$ cat src/sv/bsdp_pkg.sv
// ----------------------------------------------------------------------------
// bsdp_pkg
// Shared widths, command and status types for the block-scaled int8 dot
// product.
// ----------------------------------------------------------------------------
package bsdp_pkg;

  localparam int LANES      = 4;
  localparam int ELEM_W     = 8;
  localparam int PROD_W     = 2 * ELEM_W;
  localparam int LSUM_W     = PROD_W + $clog2(LANES);
  localparam int SCALE_W    = 16;
  localparam int PART_W     = 32;
  localparam int TERM_W     = 64;
  localparam int ACC_W      = 63;
  localparam int SUM_W      = ACC_W + 2;
  localparam int IN_DATA_W  = 2 * LANES * ELEM_W + 2 * SCALE_W;
  localparam int OUT_DATA_W = 64;

  localparam int ROW_SCALE_LSB = 2 * LANES * ELEM_W;
  localparam int COL_SCALE_LSB = ROW_SCALE_LSB + SCALE_W;

  // controller -> datapath
  typedef struct packed {
    logic load;   // capture item, lane sum and scale product
    logic part;   // update block partial sum
    logic mult;   // scale the closed block
    logic acc;    // accumulate, emit on dot end
  } cmd_t;

  // datapath -> controller
  typedef struct packed {
    logic close;     // current item ends a block
    logic dot_end;   // current item ends the dot product
    logic out_free;  // output register can take a result this cycle
  } sts_t;

endpackage

$ cat src/sv/bsdp_datapath.sv
// ----------------------------------------------------------------------------
// bsdp_datapath
// Lane products, saturating block partial sum, block scaling multiplier,
// saturating dot accumulator and output register.
// ----------------------------------------------------------------------------
module bsdp_datapath (
  input  logic                             clk_i,
  input  logic                             rst_ni,
  input  bsdp_pkg::cmd_t                   cmd_i,
  output bsdp_pkg::sts_t                   sts_o,
  input  logic [bsdp_pkg::IN_DATA_W-1:0]   in_data_i,
  input  logic                             in_block_end_i,
  input  logic                             in_dot_end_i,
  output logic                             out_valid_o,
  input  logic                             out_ready_i,
  output logic [bsdp_pkg::OUT_DATA_W-1:0]  out_data_o,
  output logic                             out_sat_o
);

  localparam int PW = bsdp_pkg::PART_W;
  localparam int SW = bsdp_pkg::SUM_W;
  localparam int AW = bsdp_pkg::ACC_W;

  localparam logic signed [PW:0] PART_MAX = (PW+1)'({1'b0, {(PW-1){1'b1}}});
  localparam logic signed [PW:0] PART_MIN = -PART_MAX - (PW+1)'(1);
  localparam logic signed [SW-1:0] ACC_MAX = SW'({1'b0, {(AW-1){1'b1}}});
  localparam logic signed [SW-1:0] ACC_MIN = -ACC_MAX - SW'(1);

  logic signed [bsdp_pkg::ELEM_W-1:0] lane_a [bsdp_pkg::LANES];
  logic signed [bsdp_pkg::ELEM_W-1:0] lane_b [bsdp_pkg::LANES];
  logic signed [bsdp_pkg::PROD_W-1:0] lane_p [bsdp_pkg::LANES];
  logic signed [bsdp_pkg::LSUM_W-1:0] lane_sum;

  logic signed [bsdp_pkg::LSUM_W-1:0]    lsum_q;
  logic [2*bsdp_pkg::SCALE_W-1:0]        scale_q;
  logic                                  bend_q, dend_q;
  logic signed [PW-1:0]                  partial_q, partial_d;
  logic [PW-1:0]                         mag_q;
  logic                                  neg_q;
  logic [bsdp_pkg::TERM_W-1:0]           prod_q;
  logic signed [AW-1:0]                  acc_q, acc_d;
  logic                                  clip_q, clip_d;
  logic                                  out_valid_q, out_valid_d;
  logic signed [AW-1:0]                  out_val_q;
  logic                                  out_sat_q;

  logic signed [PW:0]   p_sum, p_sat;
  logic                 p_clip;
  logic [PW:0]          p_abs;
  logic signed [SW-1:0] term, a_sum, a_sat;
  logic                 a_clip;

  always_comb begin
    lane_sum = '0;
    for (int i = 0; i < bsdp_pkg::LANES; i++) begin
      lane_a[i] = in_data_i[i*bsdp_pkg::ELEM_W +: bsdp_pkg::ELEM_W];
      lane_b[i] = in_data_i[(bsdp_pkg::LANES+i)*bsdp_pkg::ELEM_W +: bsdp_pkg::ELEM_W];
      lane_p[i] = bsdp_pkg::PROD_W'(lane_a[i]) * bsdp_pkg::PROD_W'(lane_b[i]);
      lane_sum  = lane_sum + bsdp_pkg::LSUM_W'(lane_p[i]);
    end
  end

  // block partial sum
  always_comb begin
    p_sum  = (PW+1)'(partial_q) + (PW+1)'(lsum_q);
    p_clip = 1'b0;
    p_sat  = p_sum;
    if (p_sum > PART_MAX) begin
      p_sat  = PART_MAX;
      p_clip = 1'b1;
    end else if (p_sum < PART_MIN) begin
      p_sat  = PART_MIN;
      p_clip = 1'b1;
    end
    p_abs = p_sat[PW] ? (PW+1)'(-p_sat) : (PW+1)'(p_sat);
  end

  // dot accumulator
  always_comb begin
    term   = neg_q ? -SW'({1'b0, prod_q}) : SW'({1'b0, prod_q});
    a_sum  = SW'(acc_q) + term;
    a_clip = 1'b0;
    a_sat  = a_sum;
    if (a_sum > ACC_MAX) begin
      a_sat  = ACC_MAX;
      a_clip = 1'b1;
    end else if (a_sum < ACC_MIN) begin
      a_sat  = ACC_MIN;
      a_clip = 1'b1;
    end
  end

  always_comb begin
    partial_d   = partial_q;
    acc_d       = acc_q;
    clip_d      = clip_q;
    out_valid_d = out_valid_q && !out_ready_i;
    if (cmd_i.part) begin
      partial_d = (bend_q || dend_q) ? '0 : PW'(p_sat);
      clip_d    = clip_q || p_clip;
    end
    if (cmd_i.acc) begin
      if (dend_q) begin
        acc_d       = '0;
        clip_d      = 1'b0;
        out_valid_d = 1'b1;
      end else begin
        acc_d  = AW'(a_sat);
        clip_d = clip_q || a_clip;
      end
    end
  end

  always_ff @(posedge clk_i or negedge rst_ni) begin
    if (!rst_ni) begin
      partial_q   <= '0;
      acc_q       <= '0;
      clip_q      <= 1'b0;
      out_valid_q <= 1'b0;
      bend_q      <= 1'b0;
      dend_q      <= 1'b0;
    end else begin
      partial_q   <= partial_d;
      acc_q       <= acc_d;
      clip_q      <= clip_d;
      out_valid_q <= out_valid_d;
      if (cmd_i.load) begin
        bend_q <= in_block_end_i;
        dend_q <= in_dot_end_i;
      end
    end
  end

  always_ff @(posedge clk_i) begin
    if (cmd_i.load) begin
      lsum_q  <= lane_sum;
      scale_q <= (2*bsdp_pkg::SCALE_W)'(in_data_i[bsdp_pkg::ROW_SCALE_LSB +: bsdp_pkg::SCALE_W])
               * (2*bsdp_pkg::SCALE_W)'(in_data_i[bsdp_pkg::COL_SCALE_LSB +: bsdp_pkg::SCALE_W]);
    end
    if (cmd_i.part) begin
      mag_q <= PW'(p_abs);
      neg_q <= p_sat[PW];
    end
    if (cmd_i.mult) begin
      prod_q <= bsdp_pkg::TERM_W'(mag_q) * bsdp_pkg::TERM_W'(scale_q);
    end
    if (cmd_i.acc && dend_q) begin
      out_val_q <= AW'(a_sat);
      out_sat_q <= clip_q || a_clip;
    end
  end

  assign sts_o.close    = bend_q || dend_q;
  assign sts_o.dot_end  = dend_q;
  assign sts_o.out_free = !out_valid_q || out_ready_i;

  assign out_valid_o = out_valid_q;
  assign out_data_o  = bsdp_pkg::OUT_DATA_W'({1'b0, out_val_q});
  assign out_sat_o   = out_sat_q;

endmodule

$ cat src/sv/bsdp_ctrl.sv
// ----------------------------------------------------------------------------
// bsdp_ctrl
// Sequencer: accept, partial update, block scaling, accumulate.
// ----------------------------------------------------------------------------
module bsdp_ctrl (
  input  logic           clk_i,
  input  logic           rst_ni,
  input  logic           in_valid_i,
  output logic           in_ready_o,
  input  bsdp_pkg::sts_t sts_i,
  output bsdp_pkg::cmd_t cmd_o
);

  localparam logic [1:0] ST_IDLE = 2'd0;
  localparam logic [1:0] ST_PART = 2'd1;
  localparam logic [1:0] ST_MULT = 2'd2;
  localparam logic [1:0] ST_ACC  = 2'd3;

  logic [1:0] state_q, state_d;

  always_comb begin
    state_d = state_q;
    cmd_o   = '0;
    case (state_q)
      ST_IDLE: begin
        cmd_o.load = in_valid_i;
        if (in_valid_i) state_d = ST_PART;
      end
      ST_PART: begin
        cmd_o.part = 1'b1;
        state_d    = sts_i.close ? ST_MULT : ST_IDLE;
      end
      ST_MULT: begin
        cmd_o.mult = 1'b1;
        state_d    = ST_ACC;
      end
      ST_ACC: begin
        // on dot end, hold until the output register has room for the result
        if (!sts_i.dot_end || sts_i.out_free) begin
          cmd_o.acc = 1'b1;
          state_d   = ST_IDLE;
        end
      end
      default: state_d = ST_IDLE;
    endcase
  end

  always_ff @(posedge clk_i or negedge rst_ni) begin
    if (!rst_ni) begin
      state_q <= ST_IDLE;
    end else begin
      state_q <= state_d;
    end
  end

  assign in_ready_o = (state_q == ST_IDLE);

endmodule

$ cat src/sv/block_scaled_int8_dot_product_top.sv
// ----------------------------------------------------------------------------
// block_scaled_int8_dot_product_top
// Block-scaled int8 dot product with Q1.15 row and column scales.
// ----------------------------------------------------------------------------
//  channel  | dir | tdata                               | tuser     | tlast
//  s_axis   | in  | a_lane0..3, b_lane0..3, row, col    | block_end | dot_end
//  m_axis   | out | dot_value (63b, 30 frac bits)       | saturated | -
//
//  An item without block end or dot end goes through accept and partial update.
//  An item closing a block goes through accept, partial update,
//  32x32 scale multiply and accumulate.
//  A dot result waits in the output register; the next dot end holds in
//  the accumulate step until that register is taken.
//  Reset clears partial sum, accumulator, clip flag and output valid.
// ----------------------------------------------------------------------------
module block_scaled_int8_dot_product_top (
  input  logic        clk_i,
  input  logic        rst_ni,
  input  logic        s_axis_tvalid,
  output logic        s_axis_tready,
  input  logic [95:0] s_axis_tdata,   // a_lane0..3, b_lane0..3, row_scale, col_scale
  input  logic        s_axis_tuser,   // block_end
  input  logic        s_axis_tlast,   // dot_end
  output logic        m_axis_tvalid,
  input  logic        m_axis_tready,
  output logic [63:0] m_axis_tdata,   // dot_value, one pad bit
  output logic        m_axis_tuser    // saturated
);

  bsdp_pkg::cmd_t cmd;
  bsdp_pkg::sts_t sts;

  bsdp_ctrl u_ctrl (
    .clk_i      (clk_i),
    .rst_ni     (rst_ni),
    .in_valid_i (s_axis_tvalid),
    .in_ready_o (s_axis_tready),
    .sts_i      (sts),
    .cmd_o      (cmd)
  );

  bsdp_datapath u_dp (
    .clk_i          (clk_i),
    .rst_ni         (rst_ni),
    .cmd_i          (cmd),
    .sts_o          (sts),
    .in_data_i      (s_axis_tdata),
    .in_block_end_i (s_axis_tuser),
    .in_dot_end_i   (s_axis_tlast),
    .out_valid_o    (m_axis_tvalid),
    .out_ready_i    (m_axis_tready),
    .out_data_o     (m_axis_tdata),
    .out_sat_o      (m_axis_tuser)
  );

endmodule

$ cat config.mk
export PLATFORM = sky130hd
export DESIGN_NAME = block_scaled_int8_dot_product_top
export DESIGN_NICKNAME = d
export VERILOG_FILES = /design/src/sv/bsdp_pkg.sv /design/src/sv/bsdp_datapath.sv /design/src/sv/bsdp_ctrl.sv /design/src/sv/block_scaled_int8_dot_product_top.sv
export SDC_FILE = /design/constraint.sdc
export NUM_CORES = 2
export LEC_CHECK = 0
export BUFFER_PORTS_ARGS = -buffer_cell sky130_fd_sc_hd__buf_2
export CAP_MARGIN = 5
export CORE_MARGIN = 3
export CORE_UTILIZATION = 52
export DETAILED_ROUTE_END_ITERATION = 8
export PLACE_DENSITY_LB_ADDON = 0.25
export SETUP_SLACK_MARGIN = 0.05
export SLEW_MARGIN = 10
export SYNTH_ARGS = -nofsm -noshare
export SYNTH_HDL_FRONTEND = slang
export SYNTH_SLANG_ARGS = --single-unit
export TNS_END_PERCENT = 1
$ cat constraint.sdc
create_clock -name clk_i -period 7.4 [get_ports clk_i]
set_input_delay 0.37 -clock clk_i [delete_from_list [all_inputs] [get_ports clk_i]]
set_output_delay 0.37 -clock clk_i [all_outputs]
set_load 0.02 [all_outputs]
==> qor.yml <==
dr.pass1.iters: 5
cts_tree: "yes"
period_minus_slack_ns: 8.034
path_common_cell: "fa_1"
die_area_um2: 141000
fin_skew_ns: 0.02537
avgSynthCellArea_um2: 9.362
grt_pass1_vias: 57130
die_w_um: 375.5
ant_nets: 0
clockBufferDepth: 3
syn_to_final_growth_pct: 10.74
setup.worst_path.class: "flop to flop"
nets: 9995
violations: "negative setup slack"
htreeDepth: 2
synth_area_leaders: "fa_1, ha_1, edfxtp_1"
setup_viol: 20
syn_inst: 7584
r2r_end: "u_dp.prod_q[57]$_DFFE_PP_"
core_region_area_um2: 134500
ys_warn_count: 0
netlist.area_leader.share: 0.3976
fin_crit_sh: 1.086
reg2reg_depth: 27
io_pins: 169
cp.required_ns: 7.75
clk_latency_ns: 0.63
synth_top_area_cell: "fa_1"
hold_end: "u_ctrl.state_q[0]$_DFFE_PN0P_"
status: "complete, but fails checks"
synth.distinct_cells: 96
hold_class: "input pin to flop"
synth_seq_area_share: 0.1248
worst_slack_ns: -0.6343
clock.fmax_mhz: 124.5
drive_gt1_frac: 0.09921
clk_pin_slew_ns: 0.06
via_per_inst: 5.524
ys.flop_type: "edfxtp_1"
grt_max_degree: 124
finalMaxSlewViolations: 0
vias: 53710
initial_core_util: 0.5280
relSlewSlack: 0.2629
antenna_found_initial: 9
synth-edff-count: 211
met2_usage: 0.4814
end_kind: "flop"
grt_usage: 0.2895
n_fill_cell: 11770
path_buf_inv: 5
grt_first_pass_wirelength_um: 320100
std_cell_rows: 134
ys_ff_latch: 312
worst_hold_path.num_cells: 3
post-route-util: 0.5847
r2r-start: "u_dp.mag_q[23]$_DFFE_PP_"
grtUsageMet3: 0.04321
busiest_layer: "met2"
grt-ovfl-total: 0
synth_fp_nets: 9659
cp_data_arrival_time_ns: 8.38
die_h_um: 375.5
synth_area_um2: 71000
cp_slowest_cell: "fa_1"
min_from: "s_axis_tvalid"
cap_violations: 0
grtUsageMet1: 0.3971
finalWirelength_um: 198800
port_buffers: 167
place_hpwl_um: 166500
r2r_slack_ns: -0.63
synthArstFlopShare: 0.3237
tightest_slew_ns: 1.106
wire_per_inst_um: 20.44
numClockSinks: 312
slowest_delay_ns: 0.56
cts_buffers: 41
routabilityCongestion: 0.9673
drc: 0
start_kind: "flop"
rsz0062_at_grt: "yes"
cp_top_family: "adder cells"
hold_violations: 0
drtIter0Drc: 3964
clockRootBuffer: "clkbuf_16"
worstPathMaxFanout: 5
-- repair_timing --
action | 4_1_cts | 5_1_grt
hold buffers | 4 | 0
resized for setup | 31 | 29
setup endpoints to repair | 32 | 139
pin swaps | 8 | 5
endpoints found under the hold margin | 59 | 0
setup buffers | 3 | 1
-- worst min-delay path, cell delays in order --
cell	delay (ns)
buf_2	0.15
nand2b_1	0.13
nand2_1	0.08
-- cells by family (layout without fill, tap and decap cells) --
| family | Yosys count | in the layout | share of synthesized area |
|---|---|---|---|
| AO/OA/AOI/OAI | 902 | 902 | 0.08320 |
| multiplexers | 10 | 10 | 0.001480 |
| adder cells (fa/ha/maj) | 1975 | 1975 | 0.4971 |
| other | 1 | 3 | 0.00005282 |
| XOR/XNOR | 285 | 285 | 0.03516 |
| buffers and inverters | 1865 | 2234 | 0.09920 |
| AND/OR/NAND/NOR | 2234 | 2234 | 0.1590 |
| flip-flops | 312 | 312 | 0.1248 |
-- through the flow --
| stage | TNS (ns) | area [um^2] | instances | hold slack (ns) | setup WS, ns |
|---|---|---|---|---|---|
| finish | -6.305 | 78630 | 9723 | 0.1510 | -0.6343 |
| floorplan | -0.7564 | 71010 | 7584 | 0.07441 | -0.2820 |
| global route | -14.05 | 78620 | 9721 | 0.1317 | -0.9976 |
| global placement | -8.791 | 76880 | 9637 | 0.4668 | -0.7077 |
| detailed placement | -10.75 | 76880 | 9637 | 0.4753 | -0.7927 |
| CTS | -7.087 | 78480 | 9720 | 0.1071 | -0.6638 |
-- cell usage in the layout (no fill, tap or decap), types with 44 or more instances in the layout --
master	synthesis	final
o21ai_0	233	224
ha_1	563	561
nand2_1	944	943
a21o_1	109	109
nor3_1	47	44
dfrtp_1	101	101
and2_1	799	799
xor2_1	69	66
buf_2	13	166
nand3_1	60	58
nand2b_1	48	47
edfxtp_1	211	211
fa_1	1410	1410
nor2_1	137	132
inv_1	1527	1526
buf_12	0	54
xnor2_1	216	214
o311ai_0	53	53
buf_4	1	401
a21oi_1	200	191
-- how the worst max path moves through the flow --
stage                                          start                        end  slack [ns]  cells past startpoint
after floorplan           u_dp.scale_q[17]$_DFFE_PP_  u_dp.prod_q[57]$_DFFE_PP_       -0.28                     28
after global placement      u_dp.mag_q[16]$_DFFE_PP_  u_dp.prod_q[62]$_DFFE_PP_       -0.71                     28
after detailed placement   u_dp.scale_q[3]$_DFFE_PP_  u_dp.prod_q[62]$_DFFE_PP_       -0.79                     24
after CTS                   u_dp.mag_q[16]$_DFFE_PP_  u_dp.prod_q[57]$_DFFE_PP_       -0.66                     28
after global routing        u_dp.mag_q[16]$_DFFE_PP_  u_dp.prod_q[57]$_DFFE_PP_        -1.0                     28
final                       u_dp.mag_q[23]$_DFFE_PP_  u_dp.prod_q[57]$_DFFE_PP_       -0.63                     27
-- state kept, by name, indices dropped and copies added (netlist names), 18 cells and up, named ones only --
register and count:
u_dp.acc_q 63, u_dp.lsum_q 18, u_dp.mag_q 32, u_dp.out_val_q 63
u_dp.partial_q 32, u_dp.prod_q 64, u_dp.scale_q 32
-- metal layers --
layer / wire length [um] / vias up / share of wire
met2: 95010 / 1766 / 0.48
met5: 73 / - / 0.00037
met3: 13920 / 335 / 0.070
li1: - / 24180 / -
met4: 6186 / 12 / 0.031
met1: 83580 / 27420 / 0.42
-- cell usage after synthesis (9+ instances only) --
master,n
o41ai_1,13
nor4_1,13
o22ai_1,9
nor3_1,47
nand3_1,60
nor2_1,137
buf_2,13
o311ai_0,53
ha_1,563
o211ai_1,15
o21bai_1,33
a22o_1,14
or3_1,16
a21oi_1,200
clkbuf_1,311
o21ai_0,233
a31oi_1,30
xor2_1,69
or2_2,19
o21a_1,26
edfxtp_1,211
nor2b_1,38
or4_1,12
nand2b_1,48
o31ai_1,33
inv_1,1527
and3_1,21
a21o_1,109
dfrtp_1,101
xnor2_1,216
a211oi_1,25
a311oi_1,12
fa_1,1410
nand4_1,36
nand2_1,944
and2_1,799
-- final cells by class --
class	instances	area [um^2]	area share
Clock inverter	27	340.3	0.004328
Timing Repair Buffer	629	5007	0.06369
Antenna cell	2	5.005	0.00006365
Inverter	1529	5739	0.07299
Tap cell	1768	2212	0.02813
Clock buffer	49	1087	0.01383
Multi-Input combinational cell	5407	55370	0.7042
Sequential cell	312	8864	0.1127
Power is not shown: default switching activity piles up to over one toggle a cycle in this logic, so the estimate is an artifact.
